===== src/sv/slu_pkg.sv =====
// Shared types and constants of the serial line unit registers.
`default_nettype none
package slu_pkg;

  // Event codes carried by the func field of a command transaction.
  typedef enum logic [1:0] {
    FUNC_READ    = 2'd0,
    FUNC_WRITE   = 2'd1,
    FUNC_RX_CHAR = 2'd2,
    FUNC_TX_DONE = 2'd3
  } func_t;

  // Address bit positions.
  localparam int unsigned ADDR_SIDE_BIT = 2;  // 0 receiver, 1 transmitter
  localparam int unsigned ADDR_BUF_BIT  = 1;  // 0 status, 1 buffer
  localparam int unsigned ADDR_ODD_BIT  = 0;  // odd byte

  // Status register bit positions.
  localparam int unsigned STAT_DONE_BIT = 7;
  localparam int unsigned STAT_IE_BIT   = 6;

  localparam logic [7:0] MASK8 = 8'o377;
  localparam logic [7:0] MASK7 = 8'o177;

  typedef struct packed {
    func_t       func;
    logic [2:0]  addr;
    logic [15:0] write_data;
    logic [7:0]  rx_char;
    logic        rx_break;
  } cmd_t;

  typedef struct packed {
    logic [15:0] read_data;
    logic        rx_irq;
    logic        tx_irq;
    logic        tx_start;
    logic        tx_char_valid;
    logic [7:0]  tx_char;
  } rsp_t;

endpackage
`default_nettype wire


===== src/sv/slu_if.sv =====
// Valid/ready channel interfaces for commands and responses.
`default_nettype none
interface slu_cmd_if;
  logic                valid;
  logic                ready;
  slu_pkg::func_t      func;
  logic [2:0]          addr;
  logic [15:0]         write_data;
  logic [7:0]          rx_char;
  logic                rx_break;

  modport source (output valid, func, addr, write_data, rx_char, rx_break, input ready);
  modport sink   (input valid, func, addr, write_data, rx_char, rx_break, output ready);
endinterface

interface slu_rsp_if;
  logic        valid;
  logic        ready;
  logic [15:0] read_data;
  logic        rx_irq;
  logic        tx_irq;
  logic        tx_start;
  logic        tx_char_valid;
  logic [7:0]  tx_char;

  modport source (output valid, read_data, rx_irq, tx_irq, tx_start, tx_char_valid, tx_char,
                  input ready);
  modport sink   (input valid, read_data, rx_irq, tx_irq, tx_start, tx_char_valid, tx_char,
                  output ready);
endinterface
`default_nettype wire


===== src/sv/slu_core.sv =====
// Receiver and transmitter status, buffer and interrupt state with its update logic.
`default_nettype none
module slu_core (
  input  wire logic          clk,
  input  wire logic          rst,
  input  wire logic          fire,
  input  wire slu_pkg::cmd_t cmd,
  input  wire logic          eight_bit_mode,
  output slu_pkg::rsp_t      rsp
);
  import slu_pkg::*;

  logic [7:0] rx_buffer, rx_buffer_next;
  logic       rx_done, rx_done_next;
  logic       rx_int_enable, rx_int_enable_next;
  logic       rx_int_request, rx_int_request_next;
  logic [7:0] tx_buffer, tx_buffer_next;
  logic       tx_done, tx_done_next;
  logic       tx_int_enable, tx_int_enable_next;
  logic       tx_int_request, tx_int_request_next;
  logic       tx_pending, tx_pending_next;

  logic [7:0] char_mask;
  logic       tx_side, buf_sel, odd, wr_ie;

  assign char_mask = eight_bit_mode ? MASK8 : MASK7;
  assign tx_side   = cmd.addr[ADDR_SIDE_BIT];
  assign buf_sel   = cmd.addr[ADDR_BUF_BIT];
  assign odd       = cmd.addr[ADDR_ODD_BIT];
  assign wr_ie     = cmd.write_data[STAT_IE_BIT];

  always_comb begin
    rx_buffer_next      = rx_buffer;
    rx_done_next        = rx_done;
    rx_int_enable_next  = rx_int_enable;
    rx_int_request_next = rx_int_request;
    tx_buffer_next      = tx_buffer;
    tx_done_next        = tx_done;
    tx_int_enable_next  = tx_int_enable;
    tx_int_request_next = tx_int_request;
    tx_pending_next     = tx_pending;
    rsp                 = '0;

    unique case (cmd.func)
      FUNC_READ: begin
        if (!tx_side) begin
          if (!buf_sel) begin
            rsp.read_data[STAT_DONE_BIT] = rx_done;
            rsp.read_data[STAT_IE_BIT]   = rx_int_enable;
          end else begin
            rx_done_next        = 1'b0;
            rx_int_request_next = 1'b0;
            rsp.read_data       = {8'd0, rx_buffer};
          end
        end else begin
          if (!buf_sel) begin
            rsp.read_data[STAT_DONE_BIT] = tx_done;
            rsp.read_data[STAT_IE_BIT]   = tx_int_enable;
          end else begin
            rsp.read_data = {8'd0, tx_buffer};
          end
        end
      end
      FUNC_WRITE: begin
        if (!buf_sel) begin
          // Even-byte status write: clearing enable drops the request; setting it while
          // done is already set raises the request.
          if (!odd) begin
            if (!tx_side) begin
              if (!wr_ie) rx_int_request_next = 1'b0;
              else if (rx_done && !rx_int_enable) rx_int_request_next = 1'b1;
              rx_int_enable_next = wr_ie;
            end else begin
              if (!wr_ie) tx_int_request_next = 1'b0;
              else if (tx_done && !tx_int_enable) tx_int_request_next = 1'b1;
              tx_int_enable_next = wr_ie;
            end
          end
        end else if (tx_side) begin
          // An odd-byte buffer write keeps the old character but still starts.
          if (!odd) tx_buffer_next = cmd.write_data[7:0];
          tx_done_next        = 1'b0;
          tx_int_request_next = 1'b0;
          tx_pending_next     = 1'b1;
          rsp.tx_start        = 1'b1;
        end
      end
      FUNC_RX_CHAR: begin
        rx_buffer_next = cmd.rx_break ? 8'd0 : (cmd.rx_char & char_mask);
        rx_done_next   = 1'b1;
        if (rx_int_enable) rx_int_request_next = 1'b1;
      end
      FUNC_TX_DONE: begin
        if (tx_pending) begin
          tx_pending_next   = 1'b0;
          tx_done_next      = 1'b1;
          if (tx_int_enable) tx_int_request_next = 1'b1;
          rsp.tx_char_valid = 1'b1;
          rsp.tx_char       = tx_buffer & char_mask;
        end
      end
      default: ;
    endcase

    rsp.rx_irq = rx_int_request_next;
    rsp.tx_irq = tx_int_request_next;
  end

  always_ff @(posedge clk) begin
    if (rst) begin
      rx_buffer      <= 8'd0;
      rx_done        <= 1'b0;
      rx_int_enable  <= 1'b0;
      rx_int_request <= 1'b0;
      tx_buffer      <= 8'd0;
      tx_done        <= 1'b1;
      tx_int_enable  <= 1'b0;
      tx_int_request <= 1'b0;
      tx_pending     <= 1'b0;
    end else if (fire) begin
      rx_buffer      <= rx_buffer_next;
      rx_done        <= rx_done_next;
      rx_int_enable  <= rx_int_enable_next;
      rx_int_request <= rx_int_request_next;
      tx_buffer      <= tx_buffer_next;
      tx_done        <= tx_done_next;
      tx_int_enable  <= tx_int_enable_next;
      tx_int_request <= tx_int_request_next;
      tx_pending     <= tx_pending_next;
    end
  end

`ifndef SYNTH
  // A request is only ever held while its side is done and enabled.
  a_rx_irq_cause: assert property (@(posedge clk) disable iff (rst)
    rx_int_request |-> (rx_done && rx_int_enable))
    else $error("rx interrupt request without done and enable");

  a_tx_irq_cause: assert property (@(posedge clk) disable iff (rst)
    tx_int_request |-> (tx_done && tx_int_enable))
    else $error("tx interrupt request without done and enable");

  a_tx_pending_not_done: assert property (@(posedge clk) disable iff (rst)
    tx_pending |-> !tx_done)
    else $error("transfer pending while transmitter reports done");

  a_tx_finish: assert property (@(posedge clk) disable iff (rst)
    (fire && cmd.func == FUNC_TX_DONE && tx_pending) |=> (tx_done && !tx_pending))
    else $error("finished transfer did not set done");

  a_rx_receive: assert property (@(posedge clk) disable iff (rst)
    (fire && cmd.func == FUNC_RX_CHAR) |=> rx_done)
    else $error("received character did not set done");
`endif

endmodule
`default_nettype wire


===== src/sv/serial_line_unit_registers_top.sv =====
// Top level of the serial line unit registers: channel registers and mode register.
`default_nettype none
// Serial line register block. Each command transaction (bus read, bus write,
// received character, or transmit-finished event) produces exactly one
// response transaction carrying read data, both interrupt levels and the
// transmit start and character outputs. The block takes one command per
// cycle: a command is captured in an input register, its flag updates are
// evaluated in one pass of short logic against the register state, and the
// response lands in an output register once that register is free. The
// output register lets the next command be accepted while a response still
// waits; the throughput is one transaction per cycle unless the response
// side stalls. The eight-bit mode register is written through cfg_wr_en and
// cfg_wr_data and should only change while no command is in flight.
module serial_line_unit_registers_top (
  input  wire logic clk,
  input  wire logic rst,
  slu_cmd_if.sink   cmd,
  slu_rsp_if.source rsp,
  input  wire logic cfg_wr_en,
  input  wire logic cfg_wr_data
);
  import slu_pkg::*;

  cmd_t cmd_q;
  logic cmd_vld;
  rsp_t rsp_q;
  logic rsp_vld;
  rsp_t rsp_calc;
  logic eight_bit_mode;
  logic adv;

  // The staged command moves into the response register when it is free.
  assign adv       = cmd_vld && (!rsp_vld || rsp.ready);
  assign cmd.ready = !cmd_vld || adv;

  always_ff @(posedge clk) begin
    if (rst) begin
      cmd_vld        <= 1'b0;
      rsp_vld        <= 1'b0;
      eight_bit_mode <= 1'b0;
    end else begin
      if (cfg_wr_en) eight_bit_mode <= cfg_wr_data;
      if (cmd.valid && cmd.ready) cmd_vld <= 1'b1;
      else if (adv) cmd_vld <= 1'b0;
      if (adv) rsp_vld <= 1'b1;
      else if (rsp.ready) rsp_vld <= 1'b0;
    end
  end

  always_ff @(posedge clk) begin
    if (cmd.valid && cmd.ready) begin
      cmd_q.func       <= cmd.func;
      cmd_q.addr       <= cmd.addr;
      cmd_q.write_data <= cmd.write_data;
      cmd_q.rx_char    <= cmd.rx_char;
      cmd_q.rx_break   <= cmd.rx_break;
    end
    if (adv) rsp_q <= rsp_calc;
  end

  slu_core u_core (
    .clk            (clk),
    .rst            (rst),
    .fire           (adv),
    .cmd            (cmd_q),
    .eight_bit_mode (eight_bit_mode),
    .rsp            (rsp_calc)
  );

  assign rsp.valid         = rsp_vld;
  assign rsp.read_data     = rsp_q.read_data;
  assign rsp.rx_irq        = rsp_q.rx_irq;
  assign rsp.tx_irq        = rsp_q.tx_irq;
  assign rsp.tx_start      = rsp_q.tx_start;
  assign rsp.tx_char_valid = rsp_q.tx_char_valid;
  assign rsp.tx_char       = rsp_q.tx_char;

endmodule
`default_nettype wire


===== src/flat_wrapper.sv =====
// flat-port wrapper written by rule: the top's interface ports become plain ports
module serial_line_unit_registers_top_flat import slu_pkg::*;
  (clk, rst, cfg_wr_en, cfg_wr_data, cmd_valid, cmd_func, cmd_addr, cmd_write_data, cmd_rx_char, cmd_rx_break, cmd_ready, rsp_valid, rsp_read_data, rsp_rx_irq, rsp_tx_irq, rsp_tx_start, rsp_tx_char_valid, rsp_tx_char, rsp_ready);
  slu_cmd_if cmd_i ();
  slu_rsp_if rsp_i ();
  input  wire logic clk;
  input  wire logic rst;
  input  wire logic cfg_wr_en;
  input  wire logic cfg_wr_data;
  input wire logic [$bits(cmd_i.valid)-1:0] cmd_valid;
  input wire logic [$bits(cmd_i.func)-1:0] cmd_func;
  input wire logic [$bits(cmd_i.addr)-1:0] cmd_addr;
  input wire logic [$bits(cmd_i.write_data)-1:0] cmd_write_data;
  input wire logic [$bits(cmd_i.rx_char)-1:0] cmd_rx_char;
  input wire logic [$bits(cmd_i.rx_break)-1:0] cmd_rx_break;
  output wire logic [$bits(cmd_i.ready)-1:0] cmd_ready;
  output wire logic [$bits(rsp_i.valid)-1:0] rsp_valid;
  output wire logic [$bits(rsp_i.read_data)-1:0] rsp_read_data;
  output wire logic [$bits(rsp_i.rx_irq)-1:0] rsp_rx_irq;
  output wire logic [$bits(rsp_i.tx_irq)-1:0] rsp_tx_irq;
  output wire logic [$bits(rsp_i.tx_start)-1:0] rsp_tx_start;
  output wire logic [$bits(rsp_i.tx_char_valid)-1:0] rsp_tx_char_valid;
  output wire logic [$bits(rsp_i.tx_char)-1:0] rsp_tx_char;
  input wire logic [$bits(rsp_i.ready)-1:0] rsp_ready;
  assign cmd_i.valid = cmd_valid;
  assign cmd_i.func = cmd_func;
  assign cmd_i.addr = cmd_addr;
  assign cmd_i.write_data = cmd_write_data;
  assign cmd_i.rx_char = cmd_rx_char;
  assign cmd_i.rx_break = cmd_rx_break;
  assign cmd_ready = cmd_i.ready;
  assign rsp_valid = rsp_i.valid;
  assign rsp_read_data = rsp_i.read_data;
  assign rsp_rx_irq = rsp_i.rx_irq;
  assign rsp_tx_irq = rsp_i.tx_irq;
  assign rsp_tx_start = rsp_i.tx_start;
  assign rsp_tx_char_valid = rsp_i.tx_char_valid;
  assign rsp_tx_char = rsp_i.tx_char;
  assign rsp_i.ready = rsp_ready;
  serial_line_unit_registers_top u_core (.clk(clk), .rst(rst), .cmd(cmd_i), .rsp(rsp_i), .cfg_wr_en(cfg_wr_en), .cfg_wr_data(cfg_wr_data));
endmodule

===== config.mk =====
export PLATFORM = sky130hd
export DESIGN_NAME = serial_line_unit_registers_top_flat
export DESIGN_NICKNAME = d
export VERILOG_FILES = /design/src/sv/slu_pkg.sv /design/src/sv/slu_if.sv /design/src/sv/slu_core.sv /design/src/sv/serial_line_unit_registers_top.sv /design/src/flat_wrapper.sv
export SDC_FILE = /design/constraint.sdc
export NUM_CORES = 1
export LEC_CHECK = 0
export CAP_MARGIN = 20
export CELL_PAD_IN_SITES_DETAIL_PLACEMENT = 0
export CELL_PAD_IN_SITES_GLOBAL_PLACEMENT = 2
export CORE_ASPECT_RATIO = 0.6
export CORE_MARGIN = 5
export CORE_UTILIZATION = 40
export CTS_CLUSTER_DIAMETER = 200
export DETAILED_ROUTE_END_ITERATION = 16
export DONT_BUFFER_PORTS = 1
export HOLD_SLACK_MARGIN = 0.05
export PLACE_DENSITY_LB_ADDON = 0.05
export SYNTH_ARGS = -nofsm -noshare
export SYNTH_HDL_FRONTEND = slang
export SYNTH_SLANG_ARGS = --single-unit

===== constraint.sdc =====
create_clock -name clk -period 2.35 [get_ports clk]
set_clock_uncertainty 0.05 [all_clocks]
set_input_delay 0.47 -clock clk [delete_from_list [all_inputs] [get_ports clk]]
set_output_delay 0.47 -clock clk [all_outputs]
set_load 0.01 [all_outputs]

==> results of run 1 <==
-- critical path, delay by kind of cell (launching register included) --
family	cells	cell delay (ps)
muxes	1	250
DFF	1	680
and+or+nand+nor	2	840
-- final cells by class --
class | instances | area, sq um
Timing Repair Buffer | 9 | 80.1
Multi-Input combinational cell | 143 | 1010
Clock inverter | 5 | 76.3
Sequential cell | 68 | 1780
Clock buffer | 11 | 233
Tap cell | 91 | 114
Fill cell | 656 | 3910
Inverter | 1 | 3.75
-- cell usage after synthesis, types with 7 or more instances --
library cell,instances
edfxtp_1,42
dfxtp_1,26
nand2b_1,21
mux2i_1,17
a21oi_1,14
and2_1,11
buf_4,11
nor2_1,11
nor2b_1,11
nand4_1,9
o31ai_1,8
clkbuf_1,7
-- registers in the layout, summed over array words and instances (netlist names) --
| name | flops |
|---|---|
| u_core.rsp.tx_char_valid | 1 |
| u_core.rsp.tx_irq | 1 |
| u_core.u_core.rx_buffer | 8 |
| u_core.u_core.rx_int_request | 1 |
| u_core.rsp.tx_char | 8 |
| u_core.u_core.tx_done | 1 |
| u_core.u_core.rx_done | 1 |
| u_core.u_core.rx_int_enable | 1 |
| u_core.u_core.tx_int_enable | 1 |
| u_core.u_core.tx_pending | 1 |
| u_core.cmd_vld | 1 |
| u_core.rsp.read_data | 8 |
| u_core.rsp.valid | 1 |
| u_core.rsp.tx_start | 1 |
| u_core.eight_bit_mode | 1 |
| u_core.rsp.rx_irq | 1 |
| u_core.cmd_q | 22 |
| u_core.u_core.tx_int_request | 1 |
| u_core.u_core.tx_buffer | 8 |
-- per-layer routing --
| metal | vias up | GRT usage [%] | part of all wire (%) |
|---|---|---|---|
| met5 | - | 0 | 0 |
| met4 | 0 | 5.09 | 1.1 |
| met3 | 8 | 5.19 | 8.4 |
| met1 | 825 | 22.4 | 54 |
| li1 | 833 | - | - |
| met2 | 75 | 16.5 | 36 |
-- cell families (layout without fill, tap and decap cells) --
group,count (synthesis),in the layout,synth area share (%)
AOI/OAI and AO/OA,35,35,8.66
DFF,68,68,60.8
muxes,19,19,7.34
buffers and inverters,27,26,5.80
and+or+nand+nor,81,81,17.3
other,1,8,0.128
-- per-stage QoR --
stage / utilization, % / hold WS (ps) / area [sq um]
2_1_floorplan: - / 391 / 2960
3_3_place_gp: 41.5 / 408 / 2990
3_5_place_dp: 41.5 / 408 / 2990
4_1_cts: 45.7 / 154 / 3300
5_1_grt: 45.7 / 153 / 3300
6_report: 45.7 / 166 / 3300
-- worst min path at each step --
stage               cells past startpoint                  startpoint                      endpoint  slack, ps
floorplan                               2  u_core.u_core.rx_buffer[6]    u_core.u_core.rx_buffer[6]        390
global placement                        2  u_core.u_core.rx_buffer[7]    u_core.u_core.rx_buffer[7]        410
detailed placement                      2  u_core.u_core.rx_buffer[7]    u_core.u_core.rx_buffer[7]        410
CTS                                     1                         rst    u_core.u_core.rx_buffer[6]        150
global route                            1                         rst  u_core.u_core.rx_int_request        150
finish                                  1                         rst  u_core.u_core.rx_int_request        170
-- power groups by stage --
stage	combinational, uW	clock (uW)	sequential (uW)
floorplan	116	0	1360
global placement	116	0	1370
detailed placement	117	0	1370
CTS	118	1410	1350
global route	129	1460	1350
finish	118	1390	1350
==> impl_metrics.tcl, run 1 <==
set metrics [dict create \
    grt.overflow.total 0 \
    crit_start "u_core.cmd_q[27]" \
    status "completed" \
    clock_path_buffers 2 \
    area.growth.synth_to_final_pct 12.5 \
    grt_use_total_pct 14.0 \
    tns_ps 0 \
    leakagePower_uw 0.00115 \
    grt_pass1_wl_mm 9.68 \
    cts_root_buffer "clkbuf_16" \
    rrSetupSlack_ps 440 \
    grt_pass1_vias 1667 \
    setup_viol 0 \
    syn-cell-area_sq_mm 0.00293 \
    clkTransAtPathRegs_ps 60 \
    cp_cell_sequence "and4b_1, and3_1, mux2i_1" \
    remaining_drc_errors 0 \
    grt_start_max_net_pins 35 \
    crit_type "reg2reg" \
    gp_congestion 0.799 \
    clock_latency_ps 320 \
    fmax_ghz 0.524 \
    portBuffers 0 \
    vias 1741 \
    cts_resized 0 \
    cts_buffers 9 \
    cp-start-kind "flip-flop" \
    drtIter0Drc 180 \
    crit_path_max_incr_delay_ps 680 \
    p_seq_share_pct 47.2 \
    first_pass_iters 4 \
    dp_hpwl_mm 4.49 \
    ios 66 \
    power_uw 2860 \
    slew_viol_final 0 \
    critical_path_required_ps 2550 \
    via_per_inst 5.31 \
    hold_viol_final 0 \
    yosys-top-cells-area "edfxtp_1, dfxtp_1, mux2i_1" \
    drive_gt1_share_pct 13.1 \
    fin_crit_ps 1910 \
    layout_commonest_cell "edfxtp_1" \
    p_sw_uw 572 \
    cts_max_level 3 \
    fin_cells 328 \
    synth.distinct_cells 40 \
    fin_nets 268 \
    place_ws_ps 457 \
    setup_ws_ps 442 \
    die_h_microns 76.3 \
    numPlacedInstances 312 \
    cts_hold_buf 0 \
    cts_num_sinks 68 \
    ys_ff_latch 68 \
    pwr-share-comb_pct 4.1 \
    yosysTopAreaCellShare_pct 43.0 \
    ys_async_sr_fraction_pct 0 \
    cpMaxStageDelayCell "edfxtp_1" \
    wirelength_mm 6.10 \
    hold_path.class "in2reg" \
    cts_setup_buffers 0 \
    cts_tree "done" \
    post-route-period-util_pct 81.2 \
    r2r_cells 3 \
    die-area_sq_mm 0.00920 \
    avgRoutedWirePerCell_microns 18.6 \
    synth_area_per_cell_sq_um 12.7 \
    internal_power_uw 2280 \
    relSlewSlack_pct 30.5 \
    synth_edf_count 42 \
    yosysWarnings 0 \
    worstSetupEndpointType "flip-flop" \
    start_util_pct 40.7 \
    r2r_start "u_core.cmd_q[27]" \
    ir_drop_mv 0.339 \
    p_sw_share_pct 20.0 \
    cp_max_fo 9 \
    ant_nets 0 \
    crit_arrival_ps 2100 \
    grt_setup_unrepaired "false" \
    ys_seq_area_share_pct 60.8 \
    synthCells 231 \
    row_count 24 \
    max-cap-violations 0 \
    yosys.area.top_type "edfxtp_1" \
    die_w_microns 121 \
    rr_endpoint "u_core.u_core.tx_buffer[7]" \
    endpoint "u_core.u_core.tx_buffer[7]" \
    p_per_area_mw_per_mm2 866 \
    p_clk_share_pct 48.6 \
    worstMarginPinSlew_ps 1040 \
    antenna_found_initial 0 \
    core_sq_mm 0.00721 \
    synthFlopType "edfxtp_1" \
    layout_common_cells "edfxtp_1, dfxtp_1, nand2b_1" \
    n_antenna_cell 0 \
]
Note: power is estimated with default switching activity, not from simulation.
==> run 2: changes to the inputs <==
Clock period 2.35 ns to 1.9 ns, I/O delays scaled along.
==> impl_metrics.tcl, run 2 (synthesis results as in run 1) <==
set metrics [dict create \
    dp_hpwl_mm 4.51 \
    leakagePower_uw 0.00115 \
    slew_viol_final 0 \
    cts_max_level 3 \
    crit_family "simple AND/OR/NAND/NOR gates" \
    cts_tree "done" \
    cp-start-kind "flip-flop" \
    die_h_microns 76.3 \
    cts_setup_buffers 0 \
    cts_buffers 9 \
    cp_max_fo 3 \
    largest_reg_flops 22 \
    cts_num_sinks 68 \
    n_antenna_cell 0 \
    layout_commonest_cell "edfxtp_1" \
    place_area_sq_mm 0.00303 \
    status "completed" \
    area.growth.synth_to_final_pct 12.3 \
    cts_hold_buf 0 \
    utilization_pct 45.7 \
    first_pass_iters 4 \
    clock_path_buffers 2 \
    critical_path_required_ps 1910 \
    fin_nets 272 \
    wirelength_mm 6.23 \
    ant_nets 0 \
    place_ws_ps 186 \
    portBuffers 0 \
    antenna_found_initial 0 \
    fillers 666 \
    start_util_pct 40.7 \
    avgRoutedWirePerCell_microns 18.8 \
    crit_type "reg2reg" \
    design_area_sq_mm 0.00329 \
    grt_pass1_vias 1759 \
    top_register "u_core.cmd_q" \
    grt_pass1_wl_mm 9.73 \
    fmax_ghz 0.585 \
    die_w_microns 121 \
    cts_resized 0 \
    remaining_drc_errors 0 \
    layout_common_cells "edfxtp_1, dfxtp_1, nand2b_1" \
    max-cap-violations 0 \
    cpMaxStageDelayCell "or4b_1" \
    hold_path.class "in2reg" \
    crit_arrival_ps 1720 \
    grt_use_total_pct 14.1 \
    cts_root_buffer "clkbuf_16" \
    fin_crit_ps 1710 \
    core_sq_mm 0.00721 \
    tns_ps 0 \
    drtIter0Drc 126 \
    ir_drop_mv 0.465 \
    p_per_area_mw_per_mm2 998 \
    via_per_inst 5.20 \
    die-area_sq_mm 0.00920 \
    setup_viol 0 \
    crit_path_max_incr_delay_ps 560 \
    vias 1725 \
    post-route-period-util_pct 90.0 \
    relSlewSlack_pct 65.3 \
    ios 66 \
    grt.overflow.total 0 \
    grt_setup_unrepaired "false" \
    grt_start_max_net_pins 35 \
    clock_latency_ps 320 \
    gp_congestion 0.783 \
    crit_buf_inv 0 \
    cp_cell_sequence "or4b_1, a211oi_2, nor2_1" \
    worstMarginPinSlew_ps 521 \
    clkTransAtPathRegs_ps 50 \
    row_count 24 \
    hold_viol_final 0 \
    setup_ws_ps 191 \
    drive_gt1_share_pct 14.5 \
    worstSetupEndpointType "flip-flop" \
]
run 2: cell types whose count changed in the layout (fill, tap and decap cells not counted), sizes merged:
cell      before  now
clkinv         2    3
buf            9   13
bufinv         2    0
clkinvlp       1    2
run 2: cell type report:
cell class	instances	area (sq um)	area share, %
repair buffers	13	123	3.72
clock buffers	11	233	7.07
clock inverters	5	28.8	0.874
multi-input cells	143	1010	30.6
flip-flops and latches	68	1780	54.1
inverters	1	3.75	0.114
well taps	91	114	3.46
run 2: final timing paths:
kind,startpoint,end,slack [ps],cells after the start
setup / recovery,u_core.cmd_q[15],u_core.rsp.rx_irq,190,3
hold / removal,rst,u_core.u_core.rx_buffer[3],70,1
setup reg to reg,u_core.cmd_q[15],u_core.rsp.rx_irq,190,3
hold reg to reg,u_core.u_core.rx_buffer[3],u_core.u_core.rx_buffer[3],430,2
run 2: where the power goes:
group	switching [uW]	total (uW)	internal, uW
Clock	591	1460	873
Combinational	87.9	154	66.0
Sequential	44.8	1670	1620
Total	724	3290	2560
run 2: per-layer routing:
layer / part of all wire, % / track usage, % / vias up / wire [microns]
met2: 38 / 17.0 / 66 / 2390
met4: 0.98 / 4.86 / 0 / 61
met5: 0 / 0 / - / 0
li1: - / - / 839 / -
met3: 7.3 / 5.79 / 7 / 454
met1: 53 / 22.0 / 813 / 3320
run 2: per-stage QoR:
step,power (uW),hold WS (ps),instances
2_1_floorplan,1820,391,238
3_3_place_gp,1850,403,316
3_5_place_dp,1850,406,316
4_1_cts,3320,62.0,332
5_1_grt,3400,59.2,332
6_report,3290,73.6,332
